**src/rtl/core/assert_macros.svh**
```systemverilog
// Assertion macros shared by the modular exponentiation RTL.
`ifndef ASSERT_MACROS_SVH
`define ASSERT_MACROS_SVH

// Condition must hold at every clock edge outside reset.
`define ASSERT_ALWAYS(name, cond) \
  name: assert property (@(posedge clk_i) disable iff (!rst_ni) (cond)) \
    else $error("assertion failed: always");

// Consequent must hold in the same cycle as the antecedent.
`define ASSERT_IMPL(name, ante, cons) \
  name: assert property (@(posedge clk_i) disable iff (!rst_ni) (ante) |-> (cons)) \
    else $error("assertion failed: same cycle");

// Consequent must hold in the cycle after the antecedent.
`define ASSERT_NEXT(name, ante, cons) \
  name: assert property (@(posedge clk_i) disable iff (!rst_ni) (ante) |=> (cons)) \
    else $error("assertion failed: next cycle");

`endif

```
**src/rtl/core/mexp_pkg.sv**
```systemverilog
// Types and constants shared by the modular exponentiation modules.
package mexp_pkg;

  localparam int unsigned MSG_W  = 64;
  localparam int unsigned MOD_W  = 63;
  localparam int unsigned EXP_W  = 64;
  localparam int unsigned ADDR_W = 4;
  localparam int unsigned APB_W  = 64;
  localparam int unsigned CNT_W  = 6;

  // Last step index of the message reduction and of one modular product.
  localparam logic [CNT_W-1:0] RED_LAST = CNT_W'(MSG_W - 1);
  localparam logic [CNT_W-1:0] MUL_LAST = CNT_W'(MOD_W - 1);

  // Register index, taken from paddr[3].
  localparam logic REG_EXPONENT = 1'b0;
  localparam logic REG_MODULUS  = 1'b1;

  typedef enum logic [3:0] {
    OP_NONE,
    OP_LOAD,
    OP_STEP_RED,
    OP_FIN_RED,
    OP_PREP,
    OP_STEP_MUL,
    OP_FIN_MUL,
    OP_STEP_SQR,
    OP_FIN_SQR
  } op_e;

  typedef enum logic [2:0] {
    ST_IDLE,
    ST_RED,
    ST_RFIN,
    ST_CHECK,
    ST_MUL,
    ST_MFIN,
    ST_SQR,
    ST_SFIN
  } state_e;

  typedef struct packed {
    op_e op;
  } cmd_t;

  typedef struct packed {
    logic exp_zero;
    logic exp_bit;
  } status_t;

endpackage

```
**src/rtl/core/mexp_regs.sv**
```systemverilog
// APB configuration registers: exponent and modulus.
`include "assert_macros.svh"
module mexp_regs (
  input  logic                         clk_i,
  input  logic                         rst_ni,
  input  logic                         psel,
  input  logic                         penable,
  input  logic                         pwrite,
  input  logic [mexp_pkg::ADDR_W-1:0]  paddr,
  input  logic [mexp_pkg::APB_W-1:0]   pwdata,
  output logic [mexp_pkg::APB_W-1:0]   prdata,
  output logic                         pready,
  output logic [mexp_pkg::EXP_W-1:0]   exponent_o,
  output logic [mexp_pkg::MOD_W-1:0]   modulus_o
);
  import mexp_pkg::*;

  logic             wr_en;
  logic [EXP_W-1:0] exp_q, exp_d;
  logic [MOD_W-1:0] mod_q, mod_d;

  assign pready = 1'b1;
  assign wr_en  = psel & penable & pwrite;

  always_comb begin
    exp_d = exp_q;
    mod_d = mod_q;
    if (wr_en) begin
      case (paddr[3])
        REG_EXPONENT: exp_d = pwdata[EXP_W-1:0];
        REG_MODULUS:  mod_d = pwdata[MOD_W-1:0];
        default:      exp_d = exp_q;
      endcase
    end
  end

  always_ff @(posedge clk_i or negedge rst_ni) begin
    if (!rst_ni) begin
      exp_q <= EXP_W'(1);
      mod_q <= MOD_W'(1);
    end else begin
      exp_q <= exp_d;
      mod_q <= mod_d;
    end
  end

  always_comb begin
    case (paddr[3])
      REG_EXPONENT: prdata = APB_W'(exp_q);
      REG_MODULUS:  prdata = APB_W'(mod_q);
      default:      prdata = '0;
    endcase
  end

  assign exponent_o = exp_q;
  assign modulus_o  = mod_q;

endmodule

```
**src/rtl/core/mexp_ctrl.sv**
```systemverilog
// Sequencer for the reduction, multiply and square passes.
`include "assert_macros.svh"
module mexp_ctrl (
  input  logic              clk_i,
  input  logic              rst_ni,
  input  logic              start,
  output logic              busy,
  output logic              done_o,
  input  mexp_pkg::status_t status_i,
  output mexp_pkg::cmd_t    cmd_o
);
  import mexp_pkg::*;

  state_e           state_q, state_d;
  logic [CNT_W-1:0] cnt_q, cnt_d;

  always_comb begin
    state_d = state_q;
    cnt_d   = cnt_q;
    case (state_q)
      ST_IDLE: begin
        if (start) begin
          state_d = ST_RED;
          cnt_d   = RED_LAST;
        end
      end
      ST_RED: begin
        if (cnt_q == '0) state_d = ST_RFIN;
        else cnt_d = cnt_q - CNT_W'(1);
      end
      ST_RFIN: state_d = ST_CHECK;
      ST_CHECK: begin
        cnt_d = MUL_LAST;
        if (status_i.exp_zero) state_d = ST_IDLE;
        else if (status_i.exp_bit) state_d = ST_MUL;
        else state_d = ST_SQR;
      end
      ST_MUL: begin
        if (cnt_q == '0) state_d = ST_MFIN;
        else cnt_d = cnt_q - CNT_W'(1);
      end
      ST_MFIN: state_d = ST_CHECK;
      ST_SQR: begin
        if (cnt_q == '0) state_d = ST_SFIN;
        else cnt_d = cnt_q - CNT_W'(1);
      end
      ST_SFIN: state_d = ST_CHECK;
      default: state_d = ST_IDLE;
    endcase
  end

  always_comb begin
    cmd_o.op = OP_NONE;
    done_o   = 1'b0;
    case (state_q)
      ST_IDLE:  cmd_o.op = start ? OP_LOAD : OP_NONE;
      ST_RED:   cmd_o.op = OP_STEP_RED;
      ST_RFIN:  cmd_o.op = OP_FIN_RED;
      ST_CHECK: begin
        // With no exponent bits left the result is final and leaves now.
        if (status_i.exp_zero) done_o = 1'b1;
        else cmd_o.op = OP_PREP;
      end
      ST_MUL:   cmd_o.op = OP_STEP_MUL;
      ST_MFIN:  cmd_o.op = OP_FIN_MUL;
      ST_SQR:   cmd_o.op = OP_STEP_SQR;
      ST_SFIN:  cmd_o.op = OP_FIN_SQR;
      default:  cmd_o.op = OP_NONE;
    endcase
  end

  assign busy = (state_q != ST_IDLE);

  always_ff @(posedge clk_i or negedge rst_ni) begin
    if (!rst_ni) begin
      state_q <= ST_IDLE;
      cnt_q   <= '0;
    end else begin
      state_q <= state_d;
      cnt_q   <= cnt_d;
    end
  end

  `ASSERT_NEXT(a_done_frees, done_o, !busy)
  `ASSERT_NEXT(a_start_takes, start && !busy, busy && !done_o)
  `ASSERT_IMPL(a_done_only_busy, done_o, busy)

endmodule

```
**src/rtl/core/mexp_dp.sv**
```systemverilog
// Datapath: shared shift-and-add modular product unit and operand registers.
`include "assert_macros.svh"
module mexp_dp #(
  parameter int unsigned DATA_WIDTH = 64
) (
  input  logic                        clk_i,
  input  logic                        rst_ni,
  input  mexp_pkg::cmd_t              cmd_i,
  output mexp_pkg::status_t           status_o,
  input  logic [mexp_pkg::MSG_W-1:0]  message_i,
  input  logic [mexp_pkg::EXP_W-1:0]  exponent_i,
  input  logic [mexp_pkg::MOD_W-1:0]  modulus_i,
  output logic [mexp_pkg::MOD_W-1:0]  result_o
);
  import mexp_pkg::*;

  localparam int unsigned SUM_W = MOD_W + 3;

  logic [MOD_W-1:0]      acc_q;
  logic [MOD_W-1:0]      base_q;
  logic [MOD_W-1:0]      res_q;
  logic [MSG_W-1:0]      mplr_q;
  logic [DATA_WIDTH-1:0] exp_q;

  logic [MOD_W-1:0] addend;
  logic [MOD_W-1:0] add_term;
  logic [SUM_W-1:0] sum, sub1, sub2;
  logic [MOD_W-1:0] step_val;

  // One step: 2*acc plus the optional addend lies below 3*m, so one of
  // sum, sum-m or sum-2m is the reduced value.
  always_comb begin
    case (cmd_i.op)
      OP_STEP_RED: addend = MOD_W'(1);
      OP_STEP_MUL: addend = res_q;
      default:     addend = base_q;
    endcase
    add_term = mplr_q[MSG_W-1] ? addend : '0;
    sum  = {2'b00, acc_q, 1'b0} + {3'b000, add_term};
    sub1 = sum - {3'b000, modulus_i};
    sub2 = sum - {2'b00, modulus_i, 1'b0};
    if (!sub2[SUM_W-1])      step_val = sub2[MOD_W-1:0];
    else if (!sub1[SUM_W-1]) step_val = sub1[MOD_W-1:0];
    else                     step_val = sum[MOD_W-1:0];
  end

  always_ff @(posedge clk_i) begin
    case (cmd_i.op)
      OP_LOAD: begin
        acc_q  <= '0;
        mplr_q <= message_i;
        exp_q  <= exponent_i[DATA_WIDTH-1:0];
        res_q  <= (modulus_i == MOD_W'(1)) ? '0 : MOD_W'(1);
      end
      OP_STEP_RED, OP_STEP_MUL, OP_STEP_SQR: begin
        acc_q  <= step_val;
        mplr_q <= {mplr_q[MSG_W-2:0], 1'b0};
      end
      OP_FIN_RED: base_q <= acc_q;
      OP_PREP: begin
        acc_q  <= '0;
        mplr_q <= {base_q, 1'b0};
      end
      OP_FIN_MUL: begin
        res_q    <= acc_q;
        exp_q[0] <= 1'b0;
      end
      OP_FIN_SQR: begin
        base_q <= acc_q;
        exp_q  <= exp_q >> 1;
      end
      default: acc_q <= acc_q;
    endcase
  end

  assign status_o.exp_zero = (exp_q == '0);
  assign status_o.exp_bit  = exp_q[0];

  assign result_o = (modulus_i == '0) ? '0 : res_q;

  `ASSERT_NEXT(a_res_reduced, cmd_i.op == OP_FIN_MUL && modulus_i != '0, res_q < modulus_i)
  `ASSERT_NEXT(a_base_reduced,
      (cmd_i.op == OP_FIN_SQR || cmd_i.op == OP_FIN_RED) && modulus_i != '0,
      base_q < modulus_i)

endmodule

```
**src/rtl/core/modular_exponentiation_top.sv**
```systemverilog
// Sequence from the accepting edge to done_o: the message reduction, then one product per
// set exponent bit plus one square per bit position below the highest set bit; each product
// is 63 steps of the single shift-and-add unit plus a setup and a write-back step.
// A new transaction cannot start while one is running; busy stays high through the
// result cycle and the next transaction may start in the cycle after done_o.
// Reset is asynchronous, active low; exponent and modulus reset to one; no receiver stall.
module modular_exponentiation_top #(
  parameter int unsigned DATA_WIDTH = 64
) (
  input  logic                        clk_i,
  input  logic                        rst_ni,
  input  logic                        start,
  output logic                        busy,
  input  logic [mexp_pkg::MSG_W-1:0]  message_i,
  output logic                        done_o,
  output logic [mexp_pkg::MOD_W-1:0]  result_o,
  input  logic                        psel,
  input  logic                        penable,
  input  logic                        pwrite,
  input  logic [mexp_pkg::ADDR_W-1:0] paddr,
  input  logic [mexp_pkg::APB_W-1:0]  pwdata,
  output logic [mexp_pkg::APB_W-1:0]  prdata,
  output logic                        pready
);
  import mexp_pkg::*;

  logic [EXP_W-1:0] exponent;
  logic [MOD_W-1:0] modulus;
  cmd_t             cmd;
  status_t          status;

  mexp_regs u_regs (
    .clk_i      (clk_i),
    .rst_ni     (rst_ni),
    .psel       (psel),
    .penable    (penable),
    .pwrite     (pwrite),
    .paddr      (paddr),
    .pwdata     (pwdata),
    .prdata     (prdata),
    .pready     (pready),
    .exponent_o (exponent),
    .modulus_o  (modulus)
  );

  mexp_ctrl u_ctrl (
    .clk_i    (clk_i),
    .rst_ni   (rst_ni),
    .start    (start),
    .busy     (busy),
    .done_o   (done_o),
    .status_i (status),
    .cmd_o    (cmd)
  );

  mexp_dp #(
    .DATA_WIDTH (DATA_WIDTH)
  ) u_dp (
    .clk_i      (clk_i),
    .rst_ni     (rst_ni),
    .cmd_i      (cmd),
    .status_o   (status),
    .message_i  (message_i),
    .exponent_i (exponent),
    .modulus_i  (modulus),
    .result_o   (result_o)
  );

endmodule
```
**config.mk**
```make
export PLATFORM = sky130hd
export DESIGN_NAME = modular_exponentiation_top
export DESIGN_NICKNAME = d
export VERILOG_FILES = /design/src/rtl/core/mexp_pkg.sv /design/src/rtl/core/mexp_regs.sv /design/src/rtl/core/mexp_ctrl.sv /design/src/rtl/core/mexp_dp.sv /design/src/rtl/core/modular_exponentiation_top.sv
export VERILOG_INCLUDE_DIRS = /design/src /design/src/rtl/core
export SDC_FILE = /design/constraint.sdc
export NUM_CORES = 1
export LEC_CHECK = 0
export BUFFER_PORTS_ARGS = -buffer_cell sky130_fd_sc_hd__buf_2
export CORE_MARGIN = 3
export CORE_UTILIZATION = 50
export DETAILED_ROUTE_END_ITERATION = 10
export PLACE_DENSITY = 0.69
export SLEW_MARGIN = 20
export SYNTH_ARGS = -nofsm -noshare
export SYNTH_HDL_FRONTEND = slang
export SYNTH_SLANG_ARGS = --single-unit
```
**constraint.sdc**
```tcl
create_clock -name clk_i -period 9.59 [get_ports clk_i]
set_clock_uncertainty 0.2 [all_clocks]
set_input_delay 0.4795 -clock clk_i [delete_from_list [all_inputs] [get_ports clk_i]]
set_output_delay 0.4795 -clock clk_i [all_outputs]
set_load 0.1 [all_outputs]
```
# Word level (Yosys, flattened, before mapping)
# Cells that the tools add are included.
word_totals:
  register_bits: 453
  input_bits: 138
  output_inout_bits: 130
  word_cells: 85
classes:
  add_sub_neg: 4
  n_eq_ne: 21
  mux: 27
  n_bitwise: 3
  reduce_logical: 20
op_table:
  columns: ["op", "count"]
  rows:
  - ["$pmux 63 s2", 4]
  - ["$mux 63", 4]
  - ["$pmux 64 s3", 1]
  - ["$pmux 64 s2", 1]
  - ["$sub 66x63->66", 1]
  - ["$sub 66x64->66", 1]
  - ["$add 64x63->65", 1]
  - ["$logic_not 64->1", 1]
  - ["$eq 63x1->1 const B", 1]
  - ["$logic_not 63->1", 1]
  - ["$pmux 4 s8", 1]
  - ["$mux 3", 6]
  - ["$pmux 3 s6", 1]
  - ["$pmux 6 s3", 1]
  - ["$eq 4x3->1 const B", 4]
  - ["$eq 3x3->1 const B", 4]
  - ["$mux 6", 2]
  - ["$reduce_bool 3->1", 4]
  - ["$reduce_or 3->1", 3]
  - ["$eq 4x2->1 const B", 2]
  - ["$eq 3x2->1 const B", 2]
  - ["$logic_not 6->1", 1]
  - ["$ne 2x1->1 const B", 3]
  - ["$reduce_bool 2->1", 3]
  - ["15 further kinds", 22]

# Logic depth before layout (Yosys ltp)
# Gate-level depths: netlist of run 1.
logic_depth:
  word_depth: 11
  mapped_depth: 39
  mapped_depth_nobuf: 35

# By module
# From an unflattened synthesis of run 1, not the netlist that was laid out.
hier_totals:
  hier_cells: 3329
  hier_area_um2: 32621.3
modules_own_cells:
  columns: ["module", "instances", "cells_per_inst", "area_each_um2", "seq_area_each_um2"]
  rows:
  - ["mexp_dp", 1, 2914, 26258.9, 9519.1]
  - ["mexp_regs", 1, 342, 5724.2, 3180.6]
  - ["mexp_ctrl", 1, 73, 638.1, 225.2]

# Worst setup path before layout of run 1
# No wires, ideal clock.
synth_timing:
  kind: "register to register"
  start: "register u_dp.exp_q[0]"
  end: "register u_dp.acc_q[18], data pin"
  setup_time_ps: 274
  arrival_time_ps: 7432
  t_required_ps: 9116
  slack_ps: 1683
  stages_incl_launch_ff: 38
  path_buffers: 6
  synth_period_minus_slack_ps: 7907
  cell_sequence: "edfxtp_1 -> nor4_1 -> nand4_1 -> nor4_1 -> nand2b_1 -> o21ai_0 -> and3b_1 -> clkbuf_1 -> nor2_1 -> clkbuf_1 -> a22oi_1 -> nor2b_1 -> ha_1 -> a21o_1 -> a211o_1 -> o21ai_0 -> nand2_1 -> o21a_1 -> (+2 left out) -> a21oi_1 -> o31ai_1 -> xor2_1 -> ha_1 -> clkbuf_1 -> nand2_1 -> o21ai_0 -> a221oi_1 -> o21ai_0 -> nor4_1 -> nor2_1 -> and3_1 -> o21bai_1 -> o211a_1 -> clkbuf_8 -> clkbuf_1 -> clkbuf_1 -> a31oi_1"
synth_between:
  elab_chain_cells: 11
  elab_cells_between_ends: 18
  classes_between: "add/sub: 3; eq/ne: 5; mux: 7; reduce/logical: 3"
synth_rtl:
  columns: ["element", "line_no", "rtl"]
  rows:
  - ["from (decl)", "mexp_dp.sv:23", "logic [DATA_WIDTH-1:0] exp_q;"]
  - ["from (signal assigned)", "mexp_dp.sv:52", "exp_q <= exponent_i[DATA_WIDTH-1:0];"]
  - ["from (signal assigned)", "mexp_dp.sv:70", "exp_q <= exp_q >> 1;"]
  - ["$logic_not 64->1 *", "mexp_dp.sv:76", "assign status_o.exp_zero = (exp_q == '0);"]
  - ["$mux 3 *", "mexp_ctrl.sv:61", "if (status_i.exp_zero) done_o = 1'b1;"]
  - ["$pmux 4 s8 *", "mexp_ctrl.sv:55", "case (state_q)"]
  - ["$eq 4x3->1 / $eq 4x2->1 (equally long branches)", "mexp_dp.sv:33, mexp_dp.sv:48", null]
  - ["$pmux 63 s2", "mexp_dp.sv:33", "case (cmd_i.op)"]
  - ["$mux 63", "mexp_dp.sv:38", "add_term = mplr_q[MSG_W-1] ? addend : '0;"]
  - ["$add 64x63->65", "mexp_dp.sv:39", "sum = {2'b00, acc_q, 1'b0} + {3'b000, add_term};"]
  - ["$sub 66x63->66", "mexp_dp.sv:40", "sub1 = sum - {3'b000, modulus_i};"]
  - ["$mux 63", "mexp_dp.sv:43", "else if (!sub1[SUM_W-1]) step_val = sub1[MOD_W-1:0];"]
  - ["$mux 63", "mexp_dp.sv:42", "if (!sub2[SUM_W-1]) step_val = sub2[MOD_W-1:0];"]
  - ["$pmux 63 s2 *", "mexp_dp.sv:48", "case (cmd_i.op)"]
  - ["to (signal assigned)", "mexp_dp.sv:56", "acc_q <= step_val;"]
  - ["to (signal assigned)", "mexp_dp.sv:72", "default: acc_q <= acc_q;"]
  - ["to (decl)", "mexp_dp.sv:19", "logic [MOD_W-1:0] acc_q;"]
# Every way passes the cells marked *; elsewhere a longest branch is shown, timed or not.
# A chain may end at the register's enable or synchronous reset.

# Worst setup path in the final report of run 1
layout_timing:
  start: "register u_dp.exp_q[54]"
  end: "register u_dp.acc_q[55], data pin"
# Same word-level chain as after synthesis.

==> impl_metrics.toml, run 1 <==
[worst_setup_path]
crit_buf_inv = 7
cp_slowest_stage_delay_ns = 0.51
crit_family = "compound AO/OA/AOI/OAI gates"
cp.depth = 39
reg2reg_depth = 39
crit_path_top_delay_cell = "edfxtp_1"
critPathArrivalTime_ns = 9.24
required_ns = 9.83
crit_type = "reg2reg"
critPathMaxFanout = 31
endpoint_kind = "register"
crit_path_start_kind = "register"

[detailed_routing]
drt_iter0_markers = 2281
drt-total-wl_um = 94600
wl_per_cell_um = 19.8
final_antenna_net_count = 0
dr.pass1.iters = 5
routed_via_density = 5.77
drc = 0
via_count = 27532

[timing]
timing.final.ws_setup_ns = 0.582
setup-tns-final_ns = 0
finalSetupViolCount = 0
max_freq_mhz = 111
drv_slew = 0
finalCriticalPeriod_ns = 9.01
worst_pin_slew_ns = 1.06
rsz0062_at_grt = "no"
holdWs_ns = 0.253
hold_viol = 0
fin_crit_sh_pct = 93.9
maxSlewHeadroom_pct = 28.8

[synthesis]
synthCells = 3254
yosys_warnings = 0
syn-mean-instance-area_um2 = 9.81
synth-edff-count = 317
synth_top_area_share_pct = 29.8
yosysSeqAreaShare_pct = 40.5
synthFlopType = "edfxtp_1"
yosys-top-cells-area = "edfxtp_1 (30%), dfrtp_1 (11%), mux2_2 (9.0%)"
ys_async_sr_fraction_pct = 30.0
synth_cell_type_count = 87
ys_ff_latch = 453
synth_nets = 3589
syn_area_um2 = 31900
yosysTopAreaCell = "edfxtp_1"

[worst_hold_path]
hold_path.class = "in2reg"
holdPathStages = 4

[global_route]
grt_use_met1_pct = 42.5
antenna_found_initial = 0
grt_max_degree = 88
gr-max-usage-layer = "met1"
track_usage_pct = 27.6
grtUsageMet3_pct = 3.22
grt_pass1_wl_um = 147000
grt_pass1_vias = 25979
grt.overflow.total = 0
grtUsageMet2_pct = 41.5

[placed_design]
gp_congestion = 0.924
portBuffers = 263
post-place-ws_ns = 0.441
dp_hpwl_um = 72300

[cts]
clk_pin_slew_worst_paths_ns = 0.06
clock_latency_ns = 0.61
clockBufferDepth = 3
numCtsBuffers = 51
cts_setup_buffers = 0
cts-root-buf = "clkbuf_16"
htree_levels = 2
clock-sinks = 453
cts_tree = "yes"

[floorplan]
die_x_um = 259
pin_count = 268
die_area_um2 = 66900
core-area_um2 = 63100
start_util_pct = 50.6
dieHeight_um = 259
rows = 92

[final_layout]
drive_gt1_share_pct = 25.8
final_cell_mix = "buf_4 (349), edfxtp_1 (317), nand2_1 (304)"
areaGrowthSynthToFinish_pct = 23.2
num_antenna_cells = 0
final_common_cell = "buf_4"
nets = 4217

[status]
status = "completed"

[job]
maxCapViolCount = 0
==> worst paths after layout <==
check / from / endpoint / slack, ns
worst max-delay path: u_dp.exp_q[54] / u_dp.acc_q[55] / 0.58
worst min-delay path: start / u_ctrl.state_q[0] / 0.25
worst max register to register: u_dp.exp_q[54] / u_dp.acc_q[55] / 0.58
worst min register to register: u_dp.acc_q[61] / u_dp.base_q[61] / 0.29
max in group asynchronous: rst_ni / u_regs.exponent_o[7] / 7.65
min in group asynchronous: rst_ni / u_regs.exponent_o[48] / 0.29
==> Yosys cell counts (95+ instances only) <==
master / count
inv_1: 130
edfxtp_1: 317
dfrtp_1: 134
o21ai_0: 162
xnor2_1: 106
and2_1: 144
a21oi_1: 242
a21o_1: 95
ha_1: 194
clkbuf_1: 128
nor2_1: 131
mux2_2: 254
nand2_1: 306
a22oi_1: 124
==> repair_timing <==
action                                 CTS  global route
gates resized for setup                  0             8
endpoints found under the hold margin  277             0
hold buffers                           129             0
setup endpoints to repair                0            61
==> cell type report <==
class / instances / area [um^2]
flip-flops and latches: 453 / 12900
repair buffers: 748 / 5370
clock buffers: 63 / 1350
multi-input cells: 2498 / 17800
clock inverters: 30 / 314
inverters: 130 / 488
well taps: 846 / 1060
fillers: 5321 / 23700
==> tightest hold or removal path: stages <==
cell and delay (ns):
buf_2 0.13, mux2i_1 0.12, a21o_1 0.18, a21oi_1 0.09
==> stage by stage <==
step | instances | cell area (um^2) | util [%]
finish | 4768 | 39300 | 62.4
global route | 4768 | 39300 | 62.4
CTS | 4767 | 39300 | 62.3
detailed placement | 4545 | 36300 | 57.6
global placement | 4545 | 36300 | 57.6
floorplan | 3254 | 31900 | -
==> kinds of logic (layout without fill, tap and decap cells) <==
group | count (synthesis) | count (layout) | synth area share, %
simple gates | 936 | 936 | 14.8
other cells | 1 | 1 | 0.0117
mux | 283 | 283 | 9.87
flops | 453 | 453 | 40.5
xor+xnor | 172 | 172 | 4.77
compound gates | 909 | 909 | 18.4
buf+inv | 303 | 971 | 3.96
fa+ha+maj | 197 | 197 | 7.79
==> routing by layer <==
metal / share of wire [%] / up-vias
met1: 48 / 13150
li1: - / 13320
met5: 0 / -
met2: 43 / 943
met3: 7.0 / 119
met4: 2.3 / 0
==> state kept, by name (all words and copies together), names as in the netlist <==
| signal | cells |
|---|---|
| u_ctrl.cnt_q | 6 |
| u_ctrl.state_q | 3 |
| u_dp.acc_q | 63 |
| u_dp.base_q | 63 |
| u_dp.exp_q | 64 |
| u_dp.mplr_q | 64 |
| u_dp.res_q | 63 |
| u_regs.exponent_o | 64 |
| u_regs.modulus_o | 63 |
Power of run 1 is not shown: default switching activity piles up to over one toggle a cycle in this logic, so the estimate is an artifact.
==> run 2, diff against run 1 <==
==> constraint.sdc (replaced) <==
create_clock -name clk_i -period 11.5 [get_ports clk_i]
set_clock_uncertainty 0.2 [all_clocks]
set_input_delay 0.575 -clock clk_i [delete_from_list [all_inputs] [get_ports clk_i]]
set_output_delay 0.575 -clock clk_i [all_outputs]
set_load 0.1 [all_outputs]
==> run 2 against run 1 <==
Register-to-register slack improved by 0.84 ns. Cell area decreased by 6.6%. Cell count decreased by 6.8%. Critical endpoint is now u_dp.acc_q[17]. Count of clock-buffer cells in the layout unchanged. Via count decreased by 4.9%. Non-clock buffer count decreased by 327. Worst hold slack got worse by 0.23 ns.
==> impl_metrics.toml, run 2 (same netlist as run 1, synthesis figures left out) <==
[worst_setup_path]
endpoint_kind = "register"
crit_family = "simple AND/OR/NAND/NOR gates"
cp_slowest_stage_delay_ns = 0.57
reg2reg_depth = 37
crit_type = "reg2reg"
timing.rr.start = "u_dp.exp_q[57]"
crit_buf_inv = 5
critPathArrivalTime_ns = 10.32
r2r_end = "u_dp.acc_q[17]"
critPathLaunch = "u_dp.exp_q[57]"
critPathMaxFanout = 13
required_ns = 11.73
crit_path_top_delay_cell = "nor4_1"
reg2reg_setup_slack_ns = 1.42
crit_path_start_kind = "register"
cpMostUsedCell = "buf_4"

[job]
maxCapViolCount = 0

[cts]
htree_levels = 2
cts-root-buf = "clkbuf_16"
clock_latency_ns = 0.63
cts-hold-fix-buffers = 63
cts_tree = "yes"
numCtsBuffers = 51
clk_pin_slew_worst_paths_ns = 0.06
clockBufferDepth = 3
clock-sinks = 453
cts_setup_buffers = 0
cts_resized = 0

[detailed_routing]
drt_iter0_markers = 2127
dr.pass1.iters = 6
final_antenna_net_count = 0
via_count = 26195
drc = 0
drt-total-wl_um = 90500
wl_per_cell_um = 20.4
routed_via_density = 5.90

[timing]
rsz0062_at_grt = "no"
setup-tns-final_ns = 0
worst_pin_slew_ns = 0.965
maxSlewHeadroom_pct = 35.0
drv_slew = 0
finalCriticalPeriod_ns = 10.08
hold_viol = 0
finalSetupViolCount = 0
fin_crit_sh_pct = 87.7
max_freq_mhz = 99.2

[floorplan]
die_x_um = 259
start_util_pct = 50.6
core-area_um2 = 63100
pin_count = 268
dieHeight_um = 259
die_area_um2 = 66900
rows = 92

[placed_design]
gp_congestion = 0.933
dp_hpwl_um = 69100
portBuffers = 263

[worst_hold_path]
holdPathStages = 2
min_from = "pwdata[61]"
min_to = "u_regs.exponent_o[61]"
hold_path.class = "in2reg"

[final_layout]
final_common_cell = "edfxtp_1"
final_cell_mix = "edfxtp_1 (317), nand2_1 (304), buf_2 (262)"
drive_gt1_share_pct = 20.6
nets = 3890
num_antenna_cells = 0
areaGrowthSynthToFinish_pct = 15.0

[global_route]
grt.overflow.total = 0
grt_pass1_wl_um = 140000
track_usage_pct = 26.3
antenna_found_initial = 0
grt_max_degree = 92
grt_pass1_vias = 24476

[status]
status = "completed"
## run 2: layout make-up
class	instances	area, um^2
fill	5571	26400
multi-input combinational	2498	17800
sequential	453	12900
timing repair buffer	421	2730
clock buffer	63	1350
tap	846	1060
inverter	130	488
clock inverter	32	384
## run 2: worst max-delay path by stage
stage	to	cells past startpoint
after floorplan	u_dp.acc_q[18]	37
after global placement	u_dp.acc_q[48]	38
after CTS	u_dp.acc_q[48]	37
final	u_dp.acc_q[17]	37
after global routing	u_dp.acc_q[28]	36
after detailed placement	u_dp.acc_q[15]	38
## run 2: through the flow
stage	setup WS (ns)	hold WS (ns)	std cells	util (%)	area [um^2]
finish	1.42	0.0238	4443	58.2	36700
global route	0.812	0.0162	4443	58.2	36700
CTS	1.50	0.0000726	4443	58.2	36700
detailed placement	1.58	0.280	4285	54.5	34400
global placement	1.50	0.280	4285	54.5	34400
floorplan	3.59	0.0794	3254	-	31900
## run 2: worst register-to-register path, delay by kind of cell (launching register included)
family | cells | cell delay, ns
adder cells (fa/ha/maj) | 3 | 0.96
buffers and inverters | 5 | 0.79
flip-flops | 1 | 0.42
AO/OA/AOI/OAI | 13 | 3.29
AND/OR/NAND/NOR | 15 | 3.79
XOR/XNOR | 1 | 0.43
## run 2: metal layers
| metal | vias to the layer above | wire, um | track usage (%) |
|---|---|---|---|
| li1 | 12666 | - | - |
| met1 | 12464 | 43700 | 41.1 |
| met2 | 949 | 38100 | 38.5 |
| met3 | 116 | 6630 | 3.48 |
| met4 | 0 | 2020 | 6.31 |
| met5 | - | 0 | 0 |
Power of run 2 is left out for the same reason.
